## src/hw/rtl/vgbb_pkg.sv

```systemverilog
// Shared types and constants of the voxel grid bounding box block.
`default_nettype none

package vgbb_pkg;

   // Column geometry
   localparam int WORD_BITS        = 32;
   localparam int WORDS_PER_COLUMN = 4;
   localparam int BIT_W            = $clog2(WORD_BITS);
   localparam int Z_W              = $clog2(WORD_BITS * WORDS_PER_COLUMN);

   // Divider geometry
   localparam int SPAN_W     = 13;
   localparam int DIV_W      = 21;
   localparam int DVR_W      = 9;
   localparam int STEP_CNT_W = 5;
   localparam logic [STEP_CNT_W-1:0] DIVN_STEPS = 5'd21;
   localparam logic [STEP_CNT_W-1:0] DIVS_STEPS = 5'd14;
   localparam logic [STEP_CNT_W-1:0] DIVM_STEPS = 5'd7;

   // Register port
   localparam int CSR_AW = 5;
   localparam int CSR_DW = 32;

   localparam logic [2:0] REG_X_SCALE     = 3'd0;
   localparam logic [2:0] REG_Y_SCALE     = 3'd1;
   localparam logic [2:0] REG_DEPTH_SCALE = 3'd2;
   localparam logic [2:0] REG_GRID_DEPTH  = 3'd3;
   localparam logic [2:0] REG_TABLE_SIZE  = 3'd4;
   localparam logic [2:0] REG_STEP_Z      = 3'd5;

   // Request codes
   localparam logic [1:0] REQ_LOAD  = 2'd0;
   localparam logic [1:0] REQ_VOXEL = 2'd1;
   localparam logic [1:0] REQ_EMIT  = 2'd2;

   typedef struct packed {
      logic [1:0]           req_type;
      logic [11:0]          col_x;
      logic [11:0]          col_y;
      logic [1:0]           word_index;
      logic [WORD_BITS-1:0] voxel_word;
      logic [11:0]          table_index;
      logic [15:0]          table_value;
   } req_word_type;

   typedef struct packed {
      logic signed [31:0] min_x;
      logic signed [31:0] min_y;
      logic signed [31:0] min_z;
      logic signed [31:0] max_x;
      logic signed [31:0] max_y;
      logic signed [31:0] max_z;
      logic               box_empty;
   } rsp_word_type;

   typedef struct packed {
      logic [31:0]       x_scale;
      logic [31:0]       y_scale;
      logic [31:0]       depth_scale;
      logic [7:0]        grid_depth;
      logic [SPAN_W-1:0] table_size;
      logic [7:0]        step_z;
   } cfg_type;

   typedef struct packed {
      logic               hit;
      logic signed [31:0] x;
      logic signed [31:0] y;
      logic signed [31:0] z;
   } box_upd_type;

endpackage

`default_nettype wire

```

## src/hw/rtl/vgbb_div.sv

```systemverilog
// Restoring divider, one quotient bit per cycle, numerator left aligned.
`default_nettype none

module vgbb_div (
   input  logic                             clock,
   input  logic                             reset,
   input  logic                             start,
   input  logic [vgbb_pkg::DIV_W-1:0]       num,
   input  logic [vgbb_pkg::DVR_W-1:0]       dvr,
   input  logic [vgbb_pkg::STEP_CNT_W-1:0]  steps,
   output logic                             done,
   output logic [vgbb_pkg::DIV_W-1:0]       quo,
   output logic [vgbb_pkg::DVR_W-1:0]       rem
);
   import vgbb_pkg::*;

   logic [DIV_W-1:0]      num_ff;
   logic [DIV_W-1:0]      quo_ff;
   logic [DVR_W-1:0]      rem_ff;
   logic [DVR_W-1:0]      dvr_ff;
   logic [STEP_CNT_W-1:0] cnt_ff;
   logic                  busy_ff;
   logic                  done_ff;
   logic [DVR_W:0]        part;
   logic [DVR_W+1:0]      trial;

   // partial remainder stays below twice the divisor
   assign part  = {rem_ff, num_ff[DIV_W-1]};
   assign trial = {1'b0, part} - {2'b00, dvr_ff};

   assign done = done_ff;
   assign quo  = quo_ff;
   assign rem  = rem_ff;

   always_ff @(posedge clock) begin
      if (reset) begin
         busy_ff <= 1'b0;
         done_ff <= 1'b0;
         cnt_ff  <= '0;
      end else begin
         done_ff <= 1'b0;
         if (start) begin
            busy_ff <= 1'b1;
            cnt_ff  <= steps;
         end else if (busy_ff) begin
            cnt_ff <= cnt_ff - STEP_CNT_W'(1);
            if (cnt_ff == STEP_CNT_W'(1)) begin
               busy_ff <= 1'b0;
               done_ff <= 1'b1;
            end
         end
      end
      if (start) begin
         num_ff <= num;
         dvr_ff <= dvr;
         rem_ff <= '0;
         quo_ff <= '0;
      end else if (busy_ff) begin
         num_ff <= num_ff << 1;
         if (!trial[DVR_W+1]) begin
            rem_ff <= trial[DVR_W-1:0];
            quo_ff <= {quo_ff[DIV_W-2:0], 1'b1};
         end else begin
            rem_ff <= part[DVR_W-1:0];
            quo_ff <= {quo_ff[DIV_W-2:0], 1'b0};
         end
      end
   end

endmodule

`default_nettype wire

```

## config.mk

```make
export PLATFORM = sky130hd
export DESIGN_NAME = vgbb_div
export DESIGN_NICKNAME = d
export VERILOG_FILES = /design/src/hw/rtl/vgbb_pkg.sv /design/src/hw/rtl/vgbb_div.sv
export SDC_FILE = /design/constraint.sdc
export NUM_CORES = 1
export LEC_CHECK = 0
export CORE_MARGIN = 2
export CORE_UTILIZATION = 34
export CTS_BUF_LIST = sky130_fd_sc_hd__clkbuf_4 sky130_fd_sc_hd__clkbuf_8
export DETAILED_ROUTE_END_ITERATION = 16
export DONT_BUFFER_PORTS = 1
export PLACE_DENSITY = 0.55
export SLEW_MARGIN = 0
export SYNTH_ARGS = -nofsm -noshare
export SYNTH_HDL_FRONTEND = slang
export SYNTH_SLANG_ARGS = --single-unit
```

## constraint.sdc

```tcl
create_clock -name clock -period 2.95 [get_ports clock]
set_clock_uncertainty 0.15 [all_clocks]
set_input_delay 0.1475 -clock clock [delete_from_list [all_inputs] [get_ports clock]]
set_output_delay 0.1475 -clock clock [all_outputs]
set_load 0.05 [all_outputs]
```

# Word-level counts from Yosys, hierarchy flattened
# Cells that the tools add are included.
[op_classes]
n_lt_le_gt_ge = 0
eq_ne = 1
n_reduce_logical = 2
shifts = 0
bitwise = 1
n_mul = 0
addsub = 2
muxes = 10
div = 0
[ops]
columns = ["cell", "count"]
rows = [
  ["$mux 21", 2],
  ["$sub 10x9->11", 1],
  ["$mux 5", 2],
  ["$mux 9", 1],
  ["$eq 5x1->1 const B", 1],
  ["$mux 1", 5],
  ["$sub 5x1->5 const B", 1],
  ["$reduce_or 3->1", 1],
  ["$reduce_bool 2->1", 1],
  ["$not 1->1", 1],
]
[totals]
romBits = 0
inputBits = 38
register_bits = 67
wordCells = 23
latchBits = 0
memories = 0
ramBits = 0

# Longest topological paths before layout
# Gate-level depths: netlist of the first run.
[logic_depth]
ltp_word = 4
mapped_depth = 9
ltp_nobuf = 9

# Worst setup path before layout of the first run
# Ideal clock, no wire load.
[synth_path]
path_kind = "register to register"
from = "reg rem_ff[3], in the netlist rem[3]"
to = "reg rem_ff[8], in the netlist rem[8]"
n_path_buf = 0
required_ns = 2.683
setup_time_ns = 0.117
synth_period_minus_slack_ns = 2.452
path_stages_with_launch = 7
path_slack_ns = 0.498
arrival_ns = 2.185
cell_sequence = "dfxtp_1 > ha_1 > a21o_1 > a21oi_4 > a21oi_2 > or4_1 > a32o_1"
[synth_via]
elab_chain_len = 2
[synth_rtl]
columns = ["element", "line", "source"]
rows = [
  ["start, declared", "vgbb_div.sv:19", "logic [DVR_W-1:0] rem_ff;"],
  ["start signal, assigned", "vgbb_div.sv:61", "rem_ff <= trial[DVR_W-1:0];"],
  ["start signal, assigned", "vgbb_div.sv:64", "rem_ff <= part[DVR_W-1:0];"],
  ["$sub 10x9->11", "vgbb_div.sv:29", "assign trial = {1'b0, part} - {2'b00, dvr_ff};"],
  ["$mux 9", "vgbb_div.sv:60", "if (!trial[DVR_W+1]) begin"],
]
# Every way passes these cells.
# A chain may end at the register's enable or synchronous reset.

# Worst setup path after layout of the first run
[layout_path]
from = "reg num_ff[20]"
to = "reg rem_ff[8], in the netlist rem[8]"
[layout_via]
elab_chain_len = 2
[layout_rtl]
columns = ["element", "line", "source"]
rows = [
  ["start, declared", "vgbb_div.sv:17", "logic [DIV_W-1:0] num_ff;"],
  ["start signal, assigned", "vgbb_div.sv:54", "num_ff <= num;"],
  ["start signal, assigned", "vgbb_div.sv:59", "num_ff <= num_ff << 1;"],
  ["$sub 10x9->11", "vgbb_div.sv:29", ""],
  ["$mux 9", "vgbb_div.sv:60", ""],
]
# Every way passes these cells.

==> flow_summary.toml, run 1 <==
[sta]
setup_viol_count_final = 0
max_freq_mhz = 408
rsz0062_at_grt = "false"
hold_viol = 0
fin_crit_sh_pct = 83.0
slew_headroom_pct = 43.1
period_needed_ns = 2.45
whs_ns = 0.282
slew_violations = 0
tightest_slew_ns = 0.852
tns_ns = 0
worst_slack_ns = 0.502

[logic_synthesis]
ys_ff_latch = 67
netlist_area_mm2 = 0.00309
synth_ff_type = "dfxtp_1"
synth_edf_count = 30
synth_cell_type_count = 49
yosysSeqAreaShare_pct = 53.1
syn_avg_cell_area_um2 = 11.5
async_reset_ff_share_pct = 0
ys_warn_count = 0
syn_inst = 269
syn_nets = 319

[min_path]
min_to = "dvr_ff[6]$_DFFE_PP_"
min_path_type = "input port to flip-flop"
worstHoldPathCells = 1
hold_path.startpoint = "dvr[6]"

[finish]
final_core_util_pct = 43.9
final_common_cell = "nor2_1"
synthToLayoutAreaGrowth_pct = 24.7
most-common-layout-cells = "nor2_1 (42), dlygate4sd3_1 (39), dfxtp_1 (36)"
n_fill_cell = 834
antenna_cells = 0
layout-drive-gt1-share_pct = 17.3
seq_area_mm2 = 0.00164
final_cells = 432
final_net_count = 369
multiInputGateArea_mm2 = 0.00133

[clock_network]
clk_latency_ns = 0.35
clock-sinks = 67
cts.clk_slew.worst_paths_ns = 0.08
post_cts_resized = 0
cts.htree.levels = 3
cts_max_path_buffers = 2
cts-buffers-inserted = 9
cts_tree = "yes"
root_buffer = "clkbuf_8"

[pwr]
power_switching_share_pct = 27.5
combPwrFrac_pct = 14.8
p_int_uw = 1590
p_leak_uw = 0.00152
p_switching_uw = 603
power_frac_seq_pct = 48.4
p_per_area_mw_per_mm2 = 570
vdd_drop_max_mv = 0.254
clkPwrFrac_pct = 36.8

[die]
start_util_pct = 35.3
num_io_pins = 69
die_w_um = 99.3
fp.dieH_um = 99.3
core_area_mm2 = 0.00876
die-area_mm2 = 0.00986
rows = 34

[worst_setup_path]
critPathKind = "flip-flop to flip-flop"
crit_fanout = 5
path_buf_inv = 2
r2r_slack_ns = 0.50
cp.required_ns = 3.04
crit_top_cell = "inv_1"
critPathSlowestCell = "or4_1"
endpoint_kind = "flip-flop"
cp_top_family = "simple AND/OR/NAND/NOR gates"
timing.rr.end = "rem[8]$_SDFFE_PP0P_"
startpoint = "num_ff[20]$_DFFE_PP_"
crit_path_start_kind = "flip-flop"
cp.arrival_ns = 2.54
cp_slowest_stage_delay_ns = 0.46
crit_chain = "inv_1 > ha_1 > inv_1 > fa_1 > a21o_2 > nand4_4 > a21oi_2 > or4_1 > a32o_1"
reg2reg_from = "num_ff[20]$_DFFE_PP_"
rr_worst_depth = 9

[routing]
dr.pass1.iters = 4
routed_wl_mm = 6.66
drtIter0Drc = 139
drc = 0
wl_per_cell_um = 15.4
ant_nets = 0
viasPerCell = 4.98
vias = 2151

[grt]
grt_overflow = 0
grt_max_degree = 62
grt_first_pass_wirelength_mm = 11.0
antenna_found_initial = 0
grt_use_total_pct = 14.3
grt_pass1_vias = 2224

[placed_design]
hpwl_mm = 4.33
gp_congestion = 0.790
portBuffers = 0
placedCellCount = 376
dp_slack_ns = 0.515

[status]
status = "completed"

[job]
cap_violations = 0
## metrics by stage
| stage | area (um^2) | total power, uW |
|---|---|---|
| CTS | 3850 | 2230 |
| global route | 3850 | 2300 |
| finish | 3850 | 2200 |
| floorplan | 3090 | 1300 |
| detailed placement | 3230 | 1350 |
| global placement | 3230 | 1340 |
## synthesized netlist by cell type, drive strengths merged (2+ instances only)
cell type   n  area [um^2]
clkbuf      5         18.8
xor2        2         17.5
dfxtp      37          741
o21ai       7         35.0
and2        2         12.5
a21oi      12         75.1
nand2b      2         12.5
inv        14         52.6
mux2       20          225
edfxtp     30          901
a21o        5         40.0
xnor2       4         35.0
mux2i      21          210
a32o        4         40.0
or4b        2         20.0
nor2       42          158
buf         5         45.0
or4         2         15.0
a211oi      2         15.0
nand4       2         27.5
nor3        3         15.0
a311oi      3         26.3
ha         11          138
and2b       2         16.3
nand2       9         33.8
nand3       5         25.0
## worst max path at each step
stage	cells after the start	to	slack (ns)
3_5_place_dp	9	rem[8]$_SDFFE_PP0P_	0.52
2_1_floorplan	6	rem[8]$_SDFFE_PP0P_	0.50
4_1_cts	9	rem[8]$_SDFFE_PP0P_	0.50
5_1_grt	9	rem[8]$_SDFFE_PP0P_	0.36
6_report	9	rem[8]$_SDFFE_PP0P_	0.50
3_3_place_gp	9	rem[8]$_SDFFE_PP0P_	0.56
## power groups by stage
stage	sequential, uW	combinational (uW)	clock (uW)
4_1_cts	1060	326	834
5_1_grt	1070	358	870
3_5_place_dp	1090	259	0
6_report	1060	324	808
2_1_floorplan	1100	203	0
3_3_place_gp	1080	256	0
## layer usage
layer	up-vias	GRT usage (%)	part of all wire, %
li1	1072	-	-
met1	1024	16.9	44
met2	45	23.8	49
met3	10	5.41	4.6
met4	0	5.37	1.8
met5	-	0	0
## worst register-to-register path, delay by kind of cell, from the launching register on
family,cells,cell delay (ns)
buf+inv,2,0.13
simple gates,2,0.58
fa+ha+maj,2,0.55
flops,1,0.37
compound gates,3,0.56
## registers in the layout, summed over array words and instances (netlist names)
signal	count
quo	21
dvr_ff	9
cnt_ff	5
rem	9
done	1
num_ff	21
busy_ff	1
## timing repair
action,in CTS,in global routing
hold buffers,40,0
endpoints found under the hold margin,71,0
buffers inserted,0,0
## area by class of cell
type                    instances  area share (%)
clock buffers                   9            3.22
multi-input cells             178            34.6
clock inverters                 7            2.08
flip-flops and latches         67            42.7
inverters                      14            1.36
well taps                     108            3.51
repair buffers                 49            12.6
## kinds of logic after synthesis
group                      count (synthesis)  share of synthesized area, %
and+or+nand+nor                           76                          12.0
DFF                                       67                          53.1
AOI/OAI and AO/OA                         43                          10.2
muxes                                     41                          14.1
buffers and inverters                     24                          3.77
adders and majority gates                 12                          5.10
xor gates and xnor gates                   6                          1.70
No activity file was read; power rests on OpenSTA's default activity.
==> run 2, diff against run 1 <==
- clock period: 2.95 -> 2.3 ns (I/O delays scaled with it)
==> flow_summary.toml, run 2 (same netlist as run 1, synthesis figures left out) <==
[pwr]
p_total_uw = 2780
combPwrFrac_pct = 16.0
p_per_area_mw_per_mm2 = 708
power_frac_seq_pct = 49.1
p_int_uw = 2060
p_switching_uw = 721
power_switching_share_pct = 25.9
clkPwrFrac_pct = 34.9
vdd_drop_max_mv = 0.349
p_leak_uw = 0.00155

[routing]
routed_wl_mm = 6.82
drc = 0
wl_per_cell_um = 15.5
dr.pass1.iters = 4
ant_nets = 0
vias = 2242
viasPerCell = 5.10
drtIter0Drc = 64

[grt]
gr-max-usage-layer = "met2"
grt_pass1_vias = 2300
grt_use_met2_pct = 24.2
grt_max_degree = 65
grt_use_total_pct = 14.4
grt_first_pass_wirelength_mm = 11.1
antenna_found_initial = 0
grt_overflow = 0
grt_use_met1_pct = 17.3
gr-usage-met3_pct = 4.01

[sta]
fin_crit_sh_pct = 99.5
period_needed_ns = 2.29
slew_violations = 0
setup_viol_count_final = 0
tightest_slew_ns = 0.580
slew_headroom_pct = 61.3
max_freq_mhz = 437
hold_viol = 0
rsz0062_at_grt = "true"

[clock_network]
cts.clk_slew.worst_paths_ns = 0.07
cts.htree.levels = 3
cts_max_path_buffers = 2
root_buffer = "clkbuf_8"
clk_latency_ns = 0.34
cts_tree = "yes"
clock-sinks = 67
cts-buffers-inserted = 9

[worst_setup_path]
cp.arrival_ns = 2.37
critPathKind = "flip-flop to flip-flop"
rr_worst_depth = 9
timing.rr.end = "rem[8]$_SDFFE_PP0P_"
reg2reg_from = "num_ff[20]$_DFFE_PP_"
crit_path_start_kind = "flip-flop"
cp.required_ns = 2.39
r2r_slack_ns = 0.01
crit_fanout = 5
endpoint_kind = "flip-flop"

[finish]
most-common-layout-cells = "nor2_1 (42), dlygate4sd3_1 (37), dfxtp_1 (33)"
final_core_util_pct = 44.9
synthToLayoutAreaGrowth_pct = 27.3
antenna_cells = 0
n_fill_cell = 836
final_cells = 440
layout-drive-gt1-share_pct = 22.0
final_net_count = 377
final_common_cell = "nor2_1"

[min_path]
worstHoldPathCells = 2
min_to = "done$_SDFF_PP0_"
hold_path.startpoint = "start"
min_path_type = "input port to flip-flop"

[placed_design]
placedCellCount = 384
portBuffers = 0
hpwl_mm = 4.46
gp_congestion = 0.851

[die]
rows = 34
die-area_mm2 = 0.00986
core_area_mm2 = 0.00876
fp.dieH_um = 99.3
start_util_pct = 35.3
die_w_um = 99.3
num_io_pins = 69

[status]
status = "completed"

[job]
cap_violations = 0
[run 2: what timing repair did]
item,in CTS,in global routing
cloned,0,0
setup buffers,1,1
setup endpoints to repair,1,8
hold endpoints to repair,75,0
pin swaps,1,4
hold buffers,38,0
gates resized for setup,1,6
[run 2: worst max-delay path, stage by stage (launching register included)]
cell,delay (ns)
edfxtp_1,0.38
inv_2,0.09
ha_4,0.14
inv_2,0.04
fa_2,0.36
a21o_4,0.22
nand4_4,0.11
a21oi_2,0.07
or4_1,0.40
a32o_1,0.23
[run 2: worst max-delay path by stage]
| stage | start | to | cells past startpoint |
|---|---|---|---|
| after floorplan | rem[6]$_SDFFE_PP0P_ | rem[0]$_SDFFE_PP0P_ | 5 |
| after global placement | num_ff[20]$_DFFE_PP_ | rem[8]$_SDFFE_PP0P_ | 9 |
| after detailed placement | num_ff[20]$_DFFE_PP_ | rem[8]$_SDFFE_PP0P_ | 9 |
| after CTS | num_ff[20]$_DFFE_PP_ | rem[8]$_SDFFE_PP0P_ | 9 |
| after global routing | num_ff[20]$_DFFE_PP_ | rem[8]$_SDFFE_PP0P_ | 9 |
| final | num_ff[20]$_DFFE_PP_ | rem[8]$_SDFFE_PP0P_ | 9 |
[run 2: per-layer routing]
layer / part of all wire [%] / wire, um / vias to the layer above
met2: 49 / 3310 / 50
met4: 1.8 / 125 / 0
met1: 45 / 3060 / 1087
met5: 0 / 0 / -
met3: 4.8 / 325 / 11
li1: - / - / 1094
[run 2: stage by stage]
stage | hold slack (ns) | cell area (um^2) | setup TNS (ns) | setup WS (ns)
3_3_place_gp | 0.0309 | 3300 | 0 | 0.00465
5_1_grt | 0.0533 | 3930 | -0.0668 | -0.0311
2_1_floorplan | 0.0374 | 3100 | 0 | 0.0275
3_5_place_dp | 0.0337 | 3300 | -0.0215 | -0.0215
6_report | 0.0475 | 3930 | 0 | 0.0126
4_1_cts | 0.0124 | 3900 | 0 | 0.00767
[run 2: layout make-up]
type	count	area [um^2]	share of cell area, %
inverters	14	52.6	1.34
clock inverters	5	53.8	1.37
multi-input cells	178	1370	34.7
repair buffers	57	541	13.7
well taps	108	135	3.44
flip-flops and latches	67	1650	41.9
clock buffers	11	139	3.53
[run 2: power by group through the flow]
| stage | clock, uW | sequential, uW | combinational [uW] |
|---|---|---|---|
| 3_5_place_dp | 0 | 1390 | 348 |
| 2_1_floorplan | 0 | 1410 | 261 |
| 6_report | 972 | 1370 | 444 |
| 4_1_cts | 1000 | 1370 | 436 |
| 5_1_grt | 1050 | 1380 | 488 |
| 3_3_place_gp | 0 | 1390 | 345 |
==> run 3, diff against run 2 <==
- CORE_ASPECT_RATIO: unset -> 0.7
- SLEW_MARGIN: 0 -> unset
- clock period: 2.3 -> 2.35 ns (I/O delays scaled with it)
==> flow_summary.toml, run 3 (same netlist as run 1, synthesis figures left out) <==
[sta]
tightest_slew_ns = 0.600
slew_headroom_pct = 59.9
slew_violations = 0
setup_viol_count_final = 0
fin_crit_sh_pct = 97.3
hold_viol = 0
worst_slack_ns = 0.0634
period_needed_ns = 2.29
rsz0062_at_grt = "true"
whs_ns = 0.246
max_freq_mhz = 437

[placed_design]
gp_congestion = 0.836
hpwl_mm = 4.35
dp_slack_ns = -0.0819
portBuffers = 0

[grt]
grt_first_pass_wirelength_mm = 11.6
grt_use_met2_pct = 23.7
antenna_found_initial = 0
gr-max-usage-layer = "met2"
grt_use_met1_pct = 19.0
grt_pass1_vias = 2362
grt_overflow = 0
grt_max_degree = 58
gr-usage-met3_pct = 5.53
grt_use_total_pct = 15.0

[finish]
final_common_cell = "dlygate4sd3_1"
final_net_count = 390
synthToLayoutAreaGrowth_pct = 32.5
antenna_cells = 0
most-common-layout-cells = "dlygate4sd3_1 (43), nor2_1 (42), dfxtp_1 (33)"
layout-drive-gt1-share_pct = 23.2

[worst_setup_path]
startpoint = "num_ff[20]$_DFFE_PP_"
cp.arrival_ns = 2.38
crit_path_start_kind = "flip-flop"
cp_top_family = "compound AO/OA/AOI/OAI gates"
critPathKind = "flip-flop to flip-flop"
endpoint_kind = "flip-flop"
reg2reg_from = "num_ff[20]$_DFFE_PP_"
path_buf_inv = 2
critPathSlowestCell = "or4_1"
crit_chain = "inv_2 > ha_2 > inv_1 > fa_2 > a21o_4 > nand4_4 > a21oi_2 > or4_1 > a32o_1"
cp.required_ns = 2.44
cp_slowest_stage_delay_ns = 0.40
crit_fanout = 3

[die]
core_area_mm2 = 0.00896
die-area_mm2 = 0.00988
fp.dieH_um = 83.8
start_util_pct = 34.5
die_w_um = 118
num_io_pins = 69
rows = 29

[pwr]
vdd_drop_max_mv = 0.352
clkPwrFrac_pct = 38.0
combPwrFrac_pct = 15.9
p_total_uw = 2900
power_frac_seq_pct = 46.2
p_per_area_mw_per_mm2 = 708
p_leak_uw = 0.00164
p_switching_uw = 714
p_int_uw = 2190
power_switching_share_pct = 24.6

[job]
cap_violations = 0

[clock_network]
cts-buffers-inserted = 9
cts_tree = "yes"
clk_latency_ns = 0.35
cts_max_path_buffers = 2
root_buffer = "clkbuf_8"
clock-sinks = 67
cts.htree.levels = 3
cts.clk_slew.worst_paths_ns = 0.08

[routing]
drc = 0
drtIter0Drc = 181
wl_per_cell_um = 14.9
dr.pass1.iters = 4
ant_nets = 0
vias = 2307
viasPerCell = 4.92
routed_wl_mm = 6.99

[min_path]
hold_path.startpoint = "dvr[5]"
min_path_type = "input port to flip-flop"

[status]
status = "completed"
[run 3: cell count changes in the layout (fill, tap and decap cells not counted), moves of 2 or more]
cell and delta:
buf_4 +6, clkinvlp_4 -2, dlygate4sd3_1 +6, o21ai_0 +2, o21ai_1 -2
[run 3: cell type report]
type                    instances  area (um^2)
clock inverters                 4         73.8
repair buffers                 70          657
inverters                      14         52.6
fillers                       875         4870
flip-flops and latches         67         1650
multi-input cells             178         1360
well taps                     124          155
clock buffers                  12          153
[run 3: through the flow]
stage          cells  utilization, %  TNS (ns)  instance area [um^2]
4_1_cts          469            45.5         0                  4080
3_3_place_gp     401            37.1   -0.0173                  3320
6_report         469            45.7         0                  4090
2_1_floorplan    269               -         0                  3090
3_5_place_dp     401            37.1   -0.0819                  3320
5_1_grt          469            45.7  -0.00616                  4090
[run 3: final timing paths]
path | to | cells after the start | slack, ns
worst max register to register | rem[8]$_SDFFE_PP0P_ | 9 | 0.06
worst min register to register | rem[1]$_SDFFE_PP0P_ | 1 | 0.38
worst max-delay path | rem[8]$_SDFFE_PP0P_ | 9 | 0.06
worst min-delay path | dvr_ff[5]$_DFFE_PP_ | 1 | 0.25
[run 3: power groups by stage]
stage                     clock [uW]  sequential [uW]  combinational, uW
after floorplan                    0             1380                254
final                           1100             1340                460
after CTS                       1140             1340                456
after global routing            1180             1350                505
after global placement             0             1360                337
after detailed placement           0             1360                341
[run 3: layer usage]
metal / share of wire (%) / wire length [um]
met1: 45 / 3110
met2: 48 / 3340
met3: 6.2 / 435
met4: 1.4 / 101
met5: 0 / 0
[run 3: repair_timing]
action / in CTS / in global routing
hold buffers: 44 / 0
pin swaps: 5 / 2
endpoints found under the hold margin: 76 / 0
resized for setup: 4 / 3
setup buffers: 8 / 0
setup endpoints to repair: 1 / 8
[run 3: worst register-to-register path, delay by kind of cell, from the launching register on]
kind / cells / cell delay, ns
AOI/OAI and AO/OA: 3 / 0.53
adders and majority gates: 2 / 0.52
and+or+nand+nor: 2 / 0.48
DFF: 1 / 0.39
buffers and inverters: 2 / 0.12
